**config.mk**
```make
export PLATFORM = sky130hd
export DESIGN_NAME = group_member_table_fanout
export DESIGN_NICKNAME = d
export VERILOG_FILES = /design/src/hdl/gmtf_pkg.sv /design/src/hdl/group_member_table_fanout.sv
export SDC_FILE = /design/constraint.sdc
export NUM_CORES = 1
export LEC_CHECK = 0
export BUFFER_PORTS_ARGS = -buffer_cell sky130_fd_sc_hd__buf_2
export CORE_AREA = 2 2 231 255
export DETAILED_ROUTE_END_ITERATION = 12
export DIE_AREA = 0 0 233 257
export GPL_TIMING_DRIVEN = 0
export PLACE_DENSITY = 0.7
export REMOVE_ABC_BUFFERS = 1
export SLEW_MARGIN = 5
export SYNTH_ARGS = -nofsm -noshare
export SYNTH_HDL_FRONTEND = slang
export SYNTH_SLANG_ARGS = --single-unit
```
**constraint.sdc**
```tcl
create_clock -name clk -period 8.39 [get_ports clk]
set_clock_uncertainty 0.1 [all_clocks]
set_input_delay 0.839 -clock clk [delete_from_list [all_inputs] [get_ports clk]]
set_output_delay 0.839 -clock clk [all_outputs]
set_load 0.05 [all_outputs]
```
**src/hdl/gmtf_pkg.sv**
```systemverilog
package gmtf_pkg;

	// Width of a member ID and of a payload handle.
	localparam int ID_W = 16;

	// Default number of table entries.
	localparam int CAPACITY_DEF = 32;

	// Operation codes carried by the operation field.
	localparam logic OP_MSG   = 1'b0;
	localparam logic OP_LEAVE = 1'b1;

	// Sequencer states.
	typedef enum logic [1:0] {
		ST_IDLE,
		ST_SCAN,
		ST_FIN
	} state_t;

endpackage

```
**src/hdl/group_member_table_fanout.sv**
```systemverilog
// Ordered member table with message fan-out.
// Input channel: an item (operation, sender_id, payload_handle) is taken at a
// rising edge where start is high and busy is low. busy stays high until the
// item is fully handled, so one item is worked on at a time.
// Output channel: each result (receiver_id, origin_id, payload_out, last)
// is shown for exactly one cycle with valid high; the receiver cannot stall.
// The final copy of a message carries last high. A leave item, or a message
// with no other member in the table, gives no result.
// An item keeps busy high through a scan over the table entries present at
// acceptance and a closing step; with an empty table the scan is skipped.
// The next item can be taken once busy has fallen. The table sits in one
// memory with one read and one write port; a single pass reads every entry
// once. Results stream out during the pass; the last one is registered out
// of the closing step and appears once busy is low.
// A leave removes the ID in the same pass by writing each later entry one
// place down; a message appends an absent sender at the end of the pass, if there is room.
// Reset clears the entry count and the sequencer; the memory needs no
// clearing since only entries below the count are ever read.
module group_member_table_fanout #(
	parameter int CAPACITY = gmtf_pkg::CAPACITY_DEF
) (
	input  logic                      clk,
	input  logic                      arst_n,
	input  logic                      start,
	output logic                      busy,
	input  logic                      operation,
	input  logic [gmtf_pkg::ID_W-1:0] sender_id,
	input  logic [gmtf_pkg::ID_W-1:0] payload_handle,
	output logic                      valid,
	output logic [gmtf_pkg::ID_W-1:0] receiver_id,
	output logic [gmtf_pkg::ID_W-1:0] origin_id,
	output logic [gmtf_pkg::ID_W-1:0] payload_out,
	output logic                      last
);

	localparam int IDX_W = $clog2(CAPACITY);
	localparam int CNT_W = $clog2(CAPACITY + 1);
	localparam int ID_W  = gmtf_pkg::ID_W;

	logic [ID_W-1:0]       mem [CAPACITY];

	gmtf_pkg::state_t      state_q, state_d;
	logic                  op_q;
	logic [ID_W-1:0]       sender_q;
	logic [ID_W-1:0]       payload_q;
	logic [CNT_W-1:0]      count_q;
	logic [CNT_W-1:0]      iss_q;
	logic                  rvld_s1;
	logic [IDX_W-1:0]      ridx_s1;
	logic [ID_W-1:0]       rd_s1;
	logic                  found_q;
	logic                  pend_vld_q;
	logic [ID_W-1:0]       pend_q;
	logic [CNT_W-1:0]      ncol_q;
	logic                  valid_q;
	logic [ID_W-1:0]       recv_q;
	logic                  last_q;

	logic                  accept;
	logic                  issue;
	logic                  hit;
	logic                  take;
	logic                  scan_end;
	logic                  we;
	logic [IDX_W-1:0]      waddr;
	logic [ID_W-1:0]       wdata;
	logic                  emit;
	logic                  emit_last;

	assign accept = start && (state_q == gmtf_pkg::ST_IDLE);

	// Compare the entry read last cycle against the sender.
	assign hit = rvld_s1 && (rd_s1 == sender_q);
	assign take = rvld_s1 && !hit && (op_q == gmtf_pkg::OP_MSG)
		&& (ncol_q < CNT_W'(CAPACITY - 1));
	assign scan_end = rvld_s1 && (CNT_W'(ridx_s1) == count_q - CNT_W'(1));

	// Sequencer: next state, memory port control and result strobes.
	always_comb begin
		state_d   = state_q;
		issue     = 1'b0;
		we        = 1'b0;
		waddr     = '0;
		wdata     = sender_q;
		emit      = 1'b0;
		emit_last = 1'b0;
		case (state_q)
			gmtf_pkg::ST_IDLE: begin
				if (start) begin
					state_d = (count_q == '0) ? gmtf_pkg::ST_FIN : gmtf_pkg::ST_SCAN;
				end
			end
			gmtf_pkg::ST_SCAN: begin
				issue = (iss_q < count_q);
				// A new receiver pushes out the one held back.
				emit = take && pend_vld_q;
				// After the leaving ID, each entry moves one place down.
				if (op_q == gmtf_pkg::OP_LEAVE && found_q && rvld_s1) begin
					we    = 1'b1;
					waddr = ridx_s1 - IDX_W'(1);
					wdata = rd_s1;
				end
				if (scan_end) begin
					state_d = gmtf_pkg::ST_FIN;
				end
			end
			gmtf_pkg::ST_FIN: begin
				state_d = gmtf_pkg::ST_IDLE;
				if (op_q == gmtf_pkg::OP_MSG) begin
					emit      = pend_vld_q;
					emit_last = 1'b1;
					// Append an absent sender when there is room.
					if (!found_q && count_q < CNT_W'(CAPACITY)) begin
						we    = 1'b1;
						waddr = count_q[IDX_W-1:0];
						wdata = sender_q;
					end
				end
			end
			default: begin
				state_d = gmtf_pkg::ST_IDLE;
			end
		endcase
	end

	// Member table memory with registered read data.
	always_ff @(posedge clk) begin
		if (we) begin
			mem[waddr] <= wdata;
		end
		if (issue) begin
			rd_s1 <= mem[iss_q[IDX_W-1:0]];
		end
	end

	// Control registers.
	always_ff @(posedge clk or negedge arst_n) begin
		if (!arst_n) begin
			state_q    <= gmtf_pkg::ST_IDLE;
			count_q    <= '0;
			iss_q      <= '0;
			rvld_s1    <= 1'b0;
			found_q    <= 1'b0;
			pend_vld_q <= 1'b0;
			ncol_q     <= '0;
			valid_q    <= 1'b0;
		end else begin
			state_q <= state_d;
			rvld_s1 <= issue;
			valid_q <= emit;
			if (issue) begin
				iss_q <= iss_q + CNT_W'(1);
			end
			if (accept) begin
				iss_q      <= '0;
				found_q    <= 1'b0;
				pend_vld_q <= 1'b0;
				ncol_q     <= '0;
			end
			if (state_q == gmtf_pkg::ST_SCAN) begin
				if (hit) begin
					found_q <= 1'b1;
				end
				if (take) begin
					pend_vld_q <= 1'b1;
					ncol_q     <= ncol_q + CNT_W'(1);
				end
			end
			if (state_q == gmtf_pkg::ST_FIN) begin
				if (op_q == gmtf_pkg::OP_MSG && !found_q && count_q < CNT_W'(CAPACITY)) begin
					count_q <= count_q + CNT_W'(1);
				end else if (op_q == gmtf_pkg::OP_LEAVE && found_q) begin
					count_q <= count_q - CNT_W'(1);
				end
			end
		end
	end

	// Item fields, read index and result payload.
	always_ff @(posedge clk) begin
		if (accept) begin
			op_q      <= operation;
			sender_q  <= sender_id;
			payload_q <= payload_handle;
		end
		if (issue) begin
			ridx_s1 <= iss_q[IDX_W-1:0];
		end
		if (state_q == gmtf_pkg::ST_SCAN && take) begin
			pend_q <= rd_s1;
		end
		if (emit) begin
			recv_q <= pend_q;
			last_q <= emit_last;
		end
	end

	assign busy        = (state_q != gmtf_pkg::ST_IDLE);
	assign valid       = valid_q;
	assign receiver_id = recv_q;
	assign origin_id   = sender_q;
	assign payload_out = payload_q;
	assign last        = last_q;

endmodule

```
==> impl_results.md, run 1 <==
* Status: finished, final reports clean
* Overall Power at 7890 µW
* Initial Util at a little over two fifths
* Complex-gate fraction of the synthesized area at 2.69%
* Core area at 0.0572 mm²
* Die Area at roughly 0.060 mm²
* Inst Count DP at 1998
* Fin cells at around 2.1k
* XOR/XNOR Fraction of Synth Area at 1.08%
* PD cells at 282 mW/mm²
* TritonCTS Buffers at 57
* FF-to-FF path depth at 8
* Synth Instances at about 1.2k
* Clk buf depth at 3
* Clock network power share at 31.0%
* Pin count of the biggest net entering global routing at 50
* Synthesized area per cell at around 21 µm²
* Share of cells above drive strength 1 at between 20% and 30%
* Die Span Y at about 260 µm
* Post-Route WL at between 50000 and 60000 µm
* Io pins at 87
* Crit path DAT at between 4 and 5 ns
* Reg-to-reg endpoint: mem[13][15]$_DFFE_PP_
* Logic gate share of total power at around a fifth
* Critical Path Sink: mem[13][15]$_DFFE_PP_
* Worst skew pair latency at approximately 0.63 ns
* Detailed placement HPWL at around 33000 µm
* Worst slew pin tran at about 1.3 ns
* Die width at between 200 and 250 µm
* Max FO, Critical Path at 14
* Largest cells by area after synthesis: edfxtp_1 74%, mux4_2 13%, dfrtp_1 2.5%
* Post-synth EDFFs at 599
* Routed wire per std cell at between 20 and 30 µm
* Htree depth at 2
* Relative slew slack at 10.9%
* Worst Path Required at roughly 8.6 ns
* CP startpoint: state_q[0]$_DFFE_PN0P_
* Commonest cells after routing, fill and taps aside: 599 x edfxtp_1, 144 x mux4_2, 86 x buf_2, 76 x nand2_1, 58 x clkbuf_16
* Power Internal at between 5000 and 6000 µW
* CTS clock-pin slew for the worst setup and hold paths at roughly 0.06 ns
* Area share of fa/ha/maj cells after synthesis at 0.667%
* Post-layout net count at approximately 1.4k
* Vias in the first global route at roughly 12k
* CP Capture Type: flop
* Post-synthesis mux area share at 14.7%
* Largest family of logic cells by synthesized area: multiplexers
* Leakage at slightly below 0.009 µW
* Seq/Total Area, Yosys at between 70% and 80%
* Sequential share of power at 49.0%
* Asr flop ratio synth at 3.85%
* Seq cells post-synth at just over 600
* Setup Buffers After CTS at 0
* TritonRoute pass-1 iters at 5
* CTS tree: done
* Number of diodes at 0
* Initial drt markers at about 1.4k
* Area growth, synth to finish at 14.8%
* # hold bufs at CTS at 0
* WS Path Type: reg -> reg
* Yosys top cell by area: edfxtp_1
* Switching Share at 27.5%
* Minimum clock period at between 4 and 5 ns
* Post-Syn Area at 0.0244 mm²
* Final number of hold-violating endpoints at 0
* FMAX at roughly 240 MHz
* Post-CTS sizing at 0
* Post-synthesis simple-gate area fraction at under 10%
* Sink Count at slightly above 600
* IO Port Bufs at between 80 and 90
* Hold Crit Class: in -> async
* Detail-routed via count per cell at 5.71
* Share of the synthesized area in the top cell type at 73.8%
* Synth Warn # at 0
* Max cap viols at 0
* Commonest non-fill, non-tap cell in the layout: edfxtp_1
* First-pass GRT wire length at slightly below 80000 µm
* Initial antenna violation count at 0
* Row cnt at 92
* Clk root buf: clkbuf_16
* Hold WS at ~0.11 ns
* Peak supply drop at around 0.16 mV
* RSZ-0062 raised after global routing: false
* Final ANT Viol Nets at 0
* Fin. max-slew vios at 0
* DRC at 0
* Grt ovf at 0
* Worst r2r src: state_q[0]$_DFFE_PN0P_
* Final period util at between 40% and 50%
* Setup-failing EPs final at 0
* P_sw at about 2200 µW
* GRT Total Usage at 17.9%
* Total number of vias at roughly 12k
* Prevailing post-synth register cell: edfxtp_1
* Post-synthesis cell type count at 59
* Critical path launch point type: flop
* RD Place Congestion at 0.840
* Worst R2R Setup Slack at 4.30 ns
[layout make-up]
class | instances | area (µm²)
Multi-Input combinational cell | 483 | 5520
Timing Repair Buffer | 124 | 1120
Tap cell | 752 | 941
Fill cell | 4437 | 29200
Clock inverter | 26 | 234
Clock buffer | 75 | 1530
Sequential cell | 623 | 18600
Inverter | 16 | 60.1
[power groups by stage]
stage	clock network [µW]	registers (µW)	logic, µW
global route	2610	3880	1700
finish	2450	3870	1580
detailed placement	0	3930	1580
floorplan	0	4090	1060
global placement	0	4120	1570
CTS	2490	3870	1590
[registers in the layout, indices dropped and copies added (netlist names), 2 cells and up]
| name | cells |
|---|---|
| state_q | 2 |
| iss_q | 6 |
| ridx_s1 | 5 |
| count_q | 6 |
| ncol_q | 6 |
| payload_out | 16 |
| pend_q | 16 |
| rd_s1 | 16 |
| receiver_id | 16 |
| mem | 512 |
| origin_id | 16 |
[how the worst min path moves through the flow]
stage	endpoint	slack, ns
floorplan	receiver_id[0]$_DFFE_PP_	0.30
detailed placement	receiver_id[1]$_DFFE_PP_	0.30
finish	count_q[4]$_DFFE_PN0P_	0.11
global route	state_q[0]$_DFFE_PN0P_	0.13
global placement	receiver_id[7]$_DFFE_PP_	0.30
CTS	count_q[2]$_DFFE_PN0P_	0.10
[worst max-delay path, stage by stage (launching register included)]
cell and delay, ns:
dfrtp_1 0.40, inv_1 0.09, ha_1 0.27, nor4b_2 1.00, a22oi_1 0.25, nor3_1 0.52
nand2_1 0.34, nor2_2 0.58, buf_16 0.23
[cell families after synthesis]
logic type,Yosys count
compound gates,95
xor+xnor,30
fa+ha+maj,13
buf+inv,73
flops,623
mux,178
simple gates,167
[through the flow]
| step | setup slack, ns | setup TNS [ns] | cell area, µm² | utilization, % |
|---|---|---|---|---|
| global placement | -0.938 | -29.81 | 25500 | 44.5 |
| finish | 4.30 | 0 | 28000 | 48.9 |
| floorplan | 1.69 | 0 | 24100 | - |
| CTS | 4.36 | 0 | 28000 | 48.9 |
| detailed placement | 4.44 | 0 | 26200 | 45.9 |
| global route | 3.99 | 0 | 28000 | 48.9 |
[synthesized netlist by cell type, types with 7 or more instances]
cell type and number:
o21ai_0 12, clkbuf_1 24, nand4_1 7, inv_1 15
xor2_1 23, edfxtp_1 599, a22oi_1 18, a21oi_1 15
mux2i_1 34, mux4_2 144, buf_4 9, xnor2_1 7
o21a_1 17, nand2_1 76, ha_1 13, nor2b_1 8
dfrtp_1 24, buf_2 15, nor3_1 8, nor2_1 37
[metal layers]
layer	GRT usage, %	part of all wire [%]
met5	0	0
met4	6.14	3.2
met3	3.08	7.6
met2	29.1	49
met1	24.5	40
(Power assumes the default switching activity.)
==> run 2, diff against run 1 <==
- clock period: 8.39 -> 4.1 ns (I/O delays scaled with it)
==> impl_results.md, run 2 (synthesized netlist as in run 1, its figures left out) <==
* Status: finished, final reports clean
* Detail-routed via count per cell at 5.68 (-0.52%)
* Core area at 0.0572 mm² (unchanged)
* WS Path Type: reg -> reg
* Clk buf depth at 3 (unchanged)
* Final number of hold-violating endpoints at 0 (unchanged)
* Fin. max-slew vios at 0 (unchanged)
* Setup_tns at 0 ns (unchanged)
* CTS tree: done
* Commonest non-fill, non-tap cell in the layout: edfxtp_1
* Htree depth at 2 (unchanged)
* First-pass GRT wire length at 79700 µm (+1.5%)
* CP Capture Type: flop
* PD cells at 571 mW/mm² (+100%)
* TritonRoute pass-1 iters at 7 (+2)
* Vias in the first global route at 12.2k (+1.4%)
* Max cap viols at 0 (unchanged)
* Max incr delay on CP at 0.65 ns (-0.35 ns)
* CTS clock-pin slew for the worst setup and hold paths at 0.06 ns (about the same)
* Area after DPL at 0.0262 mm² (unchanged)
* Pin count of the biggest net entering global routing at 50 (unchanged)
* Die Span Y at 257 µm (unchanged)
* Register Area at 0.0186 mm² (unchanged)
* RD Place Congestion at 0.840 (unchanged)
* Share of cells above drive strength 1 at 27.9% (-0.65 points)
* Worst skew pair latency at 0.63 ns (about the same)
* Top reg by flops: mem
* Row cnt at 92 (unchanged)
* Top delay family on crit path: simple AND/OR/NAND/NOR gates
* Clk root buf: clkbuf_16
* Setup-failing EPs final at 0 (unchanged)
* RSZ-0062 raised after global routing: false
* Final period util at 94.0% (+45 points)
* Worst path cell trace: inv_1 > ha_1 > and4_2 > a22oi_1 > nor3_1 > nand2_1 > nor2_2 > buf_16
* Worst R2R Setup Slack at 0.25 ns (-4.05 ns)
* Sink Count at 623 (unchanged)
* Io pins at 87 (unchanged)
* Routed wire per std cell at 25.4 µm (+0.22%)
* Cell area after layout at 0.0284 mm² (+1.3%)
* Minimum clock period at 3.85 ns (-0.238 ns)
* Worst slew pin tran at 1.34 ns (+0.00805 ns)
* Worst Path Required at 4.30 ns (-4.29 ns)
* Die width at 233 µm (unchanged)
* Relative slew slack at 10.4% (-0.54 points)
* Peak supply drop at 0.333 mV (+100%)
* Fin cells at 2134 (+1.7%)
* Post-Route WL at 54200 µm (+1.9%)
* Leakage at 0.00897 µW (+1.6%)
* Initial antenna violation count at 0 (unchanged)
* Crit path DAT at 4.05 ns (-0.24 ns)
* Max reg flops at 512 (unchanged)
* CP bufs+invs at 2 (unchanged)
* Initial Util at 42.6% (unchanged)
* Post-layout net count at 1389 (+2.6%)
* Commonest cells after routing, fill and taps aside: 599 x edfxtp_1, 144 x mux4_2, 86 x buf_2, 76 x nand2_1, 58 x clkbuf_16
* Area growth, synth to finish at 16.3%
* TritonCTS Buffers at 57 (unchanged)
* Die Area at 0.0599 mm² (unchanged)
* DRC at 0 (unchanged)
* Inst Count DP at 1998 (unchanged)
* Final ANT Viol Nets at 0 (unchanged)
* Grt ovf at 0 (unchanged)
* Hold Crit Class: in -> reg
* Critical path launch point type: flop
* Number of diodes at 0 (unchanged)
* Fillcell total at 4401 (-0.81%)
* Setup Buffers After CTS at 0 (unchanged)
* IO Port Bufs at 86 (unchanged)
* Detailed placement HPWL at 33500 µm (unchanged)
* Total number of vias at 12.1k (+1.1%)
* Max FO, Critical Path at 23 (+9)
* FMAX at 260 MHz (+6.2%)
* Overall Power at 16200 µW (+110%)
* GRT Total Usage at 18.1% (+0.25 points)
* Critical path's slowest cell: and4_2
* Multi-input logic area at 0.00553 mm² (+0.29%)
* Hold WS at 0.149 ns (+0.0435 ns)
* Initial drt markers at 1393 (-0.71%)
-- run 2: changes by cell type in the layout (fill, tap and decap cells not counted) --
cell	before	now
dlygate4sd3_1	0	34
nand4_1	7	8
nor4b_4	0	1
nor4b_2	1	0
and4_1	2	1
and4_2	0	1
-- run 2: repair_timing --
| item | CTS | global route |
|---|---|---|
| setup endpoints to repair | 0 | 280 |
| hold buffers | 34 | 0 |
| resized for setup | 0 | 2 |
| endpoints found under the hold margin | 57 | 0 |
-- run 2: worst paths after layout --
check / cells past startpoint / end / startpoint
max reg2reg: 8 / mem[13][15]$_DFFE_PP_ / state_q[1]$_DFFE_PN0P_
min: 4 / state_q[1]$_DFFE_PN0P_ / start
min reg2reg: 0 / receiver_id[3]$_DFFE_PP_ / pend_q[3]$_DFFE_PP_
min in group asynchronous: 2 / count_q[4]$_DFFE_PN0P_ / arst_n
max: 8 / mem[13][15]$_DFFE_PP_ / state_q[1]$_DFFE_PN0P_
max in group asynchronous: 2 / iss_q[0]$_DFFE_PN0P_ / arst_n
-- run 2: metrics by stage --
step	utilization, %	setup slack, ns
5_1_grt	49.6	0.0223
3_5_place_dp	45.9	0.145
3_3_place_gp	44.5	-5.23
6_report	49.6	0.247
4_1_cts	49.5	0.0739
2_1_floorplan	-	-2.60
-- run 2: area by class of cell --
type / instances / share of cell area [%]
tap: 752 / 3.32
inverter: 16 / 0.212
clock buffer: 75 / 5.38
multi-input combinational: 484 / 19.5
clock inverter: 26 / 0.825
timing repair buffer: 158 / 5.16
sequential: 623 / 65.6
-- run 2: layer usage --
metal | vias up | GRT usage (%) | share of wire (%)
met5 | - | 0 | 0
met4 | 0 | 6.44 | 3.4
met3 | 86 | 2.87 | 8.2
met2 | 554 | 29.7 | 50
met1 | 6312 | 24.8 | 39
li1 | 5160 | - | -
-- run 2: worst reg2reg max path: cells and delay by family (launching register included) --
family / cells / cell delay [ns]
flops: 1 / 0.38
fa+ha+maj: 1 / 0.38
compound gates: 1 / 0.22
simple gates: 4 / 2.08
buf+inv: 2 / 0.35
-- run 2: power breakdown --
part | leakage, µW | internal, µW | switching [µW]
sequential | 0.00572 | 7540 | 374
combinational | 0.00240 | 1430 | 1830
clock | 0.000854 | 2750 | 2260
==> run 3, diff against run 2 <==
- CORE_AREA: 2 2 231 255 -> 10 10 239 263
- DIE_AREA: 0 0 233 257 -> 0 0 249 273
- RECOVER_POWER: unset -> 100
==> impl_results.md, run 3 (synthesized netlist as in run 1, its figures left out) <==
* Max FO, Critical Path at 23 (unchanged)
* Setup-failing EPs final at 0 (unchanged)
* Clk root buf: clkbuf_16
* WS Path Type: reg -> reg
* Die Span Y at 273 µm (+6.2%)
* Area growth, synth to finish at 15.7%
* FMAX at 255 MHz (-1.9%)
* Io pins at 87 (unchanged)
* First-pass GRT wire length at 81300 µm (+2.1%)
* Share of cells above drive strength 1 at 23.3% (-4.7 points)
* Number of diodes at 0 (unchanged)
* Critical Path Sink: mem[8][11]$_DFFE_PP_
* Routed wire per std cell at 25.4 µm (+0.17%)
* HP Start: start
* Failing checks: capacitance limit, slew limit
* Worst Path Required at 4.34 ns (+0.04 ns)
* Row cnt at 92 (unchanged)
* Worst skew pair latency at 0.63 ns (about the same)
* Hold Crit Class: in -> reg
* Cell area after layout at 0.0282 mm² (-0.47%)
* CTS tree: done
* Worst R2R Setup Slack at 0.17 ns (-0.07 ns)
* Area after DPL at 0.0262 mm² (about the same)
* Fin. max-slew vios at 42 (+42)
* TritonCTS Buffers at 58 (+1.8%)
* Grt met1 use at 20.6% (-4.2 points)
* Post-Route WL at 54400 µm (+0.45%)
* DRC at 0 (unchanged)
* RD Place Congestion at 0.843 (+0.42%)
* Post-layout net count at 1392 (+0.22%)
* Commonest cells after routing, fill and taps aside: 599 x edfxtp_1, 144 x mux4_2, 76 x nand2_1, 69 x clkbuf_1, 60 x clkbuf_16
* FF-to-FF path depth at 8 (unchanged)
* Status: finished, violations left
* Met3 GRT Util at 2.52% (-0.35 points)
* Final ANT Viol Nets at 0 (unchanged)
* Top reg by flops: mem
* Relative slew slack at -10.5% (-21 points)
* Crit path DAT at 4.17 ns (+0.12 ns)
* Critical path launch point type: flop
* Max reg flops at 512 (unchanged)
* Commonest non-fill, non-tap cell in the layout: edfxtp_1
* Clk buf depth at 3 (unchanged)
* RSZ-0062 raised after global routing: false
* Reg-to-reg endpoint: mem[8][11]$_DFFE_PP_
* Worst slew pin tran at 1.66 ns (+0.311 ns)
* TritonRoute pass-1 iters at 7 (unchanged)
* Initial drt markers at 1176 (-16%)
* Peak supply drop at 0.437 mV (+31%)
* Initial Util at 42.6% (unchanged)
* CP Capture Type: flop
* Total number of vias at 12.1k (+0.17%)
* Htree depth at 2 (unchanged)
* Initial antenna violation count at 0 (unchanged)
* Final number of hold-violating endpoints at 0 (unchanged)
* Minimum clock period at 3.93 ns (+0.0746 ns)
* Gr busiest metal: met2
* Grt ovf at 0 (unchanged)
* GRT Total Usage at 15.8% (-2.3 points)
* Max cap viols at 1 (+1)
* Leakage at 0.00883 µW (-1.5%)
* Worst r2r src: state_q[1]$_DFFE_PN0P_
* Sink Count at 623 (unchanged)
* Final period util at 95.8% (+1.8 points)
* GR Util met2 at 26.5% (-3.1 points)
* Detailed placement HPWL at 34000 µm (+1.5%)
* Detail-routed via count per cell at 5.67 (-0.11%)
* Die Area at 0.0680 mm² (+14%)
* Core area at 0.0572 mm² (unchanged)
* PD cells at 580 mW/mm² (+1.6%)
* CTS clock-pin slew for the worst setup and hold paths at 0.06 ns (about the same)
* Vias in the first global route at 12.4k (+1.0%)
* IO Port Bufs at 86 (unchanged)
* CP startpoint: state_q[1]$_DFFE_PN0P_
* Die width at 249 µm (+6.9%)
* Hold WS at 0.101 ns (-0.0479 ns)
* Pin count of the biggest net entering global routing at 55 (+10%)
-- run 3: cell count changes in the layout (fill, tap and decap cells not counted), sizes merged --
cell      change
clkinvlp      -1
clkbuf       +65
buf          -61
bufinv        +2
clkinv        +1
-- run 3: layout make-up --
class / instances / area (µm²)
Clock inverter: 28 / 246
Tap cell: 752 / 941
Timing Repair Buffer: 160 / 1280
Clock buffer: 77 / 1590
Inverter: 16 / 60.1
Sequential cell: 623 / 18600
Fill cell: 4420 / 29000
Multi-Input combinational cell: 484 / 5510
-- run 3: metrics by stage --
| stage | std cells | total power [µW] | util, % | setup TNS (ns) | setup WS, ns |
|---|---|---|---|---|---|
| 2_1_floorplan | 1122 | 10500 | - | -109.85 | -2.60 |
| 3_3_place_gp | 1960 | 11500 | 44.5 | -450.96 | -5.24 |
| 3_5_place_dp | 1998 | 11300 | 45.8 | -3.04 | -0.140 |
| 4_1_cts | 2138 | 16500 | 49.6 | 0 | 0.0886 |
| 5_1_grt | 2140 | 17000 | 49.3 | 0 | 0.0132 |
| 6_report | 2140 | 16400 | 49.3 | 0 | 0.172 |
-- run 3: how the worst min path moves through the flow --
| stage | end | slack [ns] | cells after the start |
|---|---|---|---|
| floorplan | count_q[0]$_DFFE_PN0P_ | 0.01 | 0 |
| global placement | receiver_id[10]$_DFFE_PP_ | 0.30 | 0 |
| detailed placement | receiver_id[12]$_DFFE_PP_ | 0.31 | 0 |
| CTS | state_q[1]$_DFFE_PN0P_ | 0.06 | 4 |
| global route | state_q[1]$_DFFE_PN0P_ | 0.12 | 4 |
| finish | state_q[1]$_DFFE_PN0P_ | 0.10 | 4 |
-- run 3: critical path, stage by stage, from the launching register on --
cell and delay [ns]:
dfrtp_1 0.40, inv_1 0.13, ha_1 0.40, and4_2 0.67, o21ai_1 0.25, nor3_1 0.41
nand2_1 0.25, nor2_1 0.76, buf_16 0.23
-- run 3: layer usage --
layer | up-vias | share of wire (%) | wire, µm
met1 | 6356 | 39 | 21200
met5 | - | 0 | 0
li1 | 5167 | - | -
met3 | 106 | 6.6 | 3580
met2 | 504 | 51 | 27600
met4 | 0 | 3.7 | 2020
-- run 3: power by group --
| group | switching (µW) | internal (µW) |
|---|---|---|
| Combinational | 1840 | 1390 |
| Clock | 2260 | 2960 |
| Sequential | 377 | 7550 |
-- run 3: timing repair --
| action | 4_1_cts | 5_1_grt |
|---|---|---|
| pin swaps | 1 | 1 |
| cloned | 1 | 0 |
| buffers inserted | 0 | 2 |
| hold buffers | 34 | 0 |
| hold endpoints to repair | 57 | 0 |
| setup endpoints to repair | 57 | 59 |
| resized for setup | 1 | 4 |
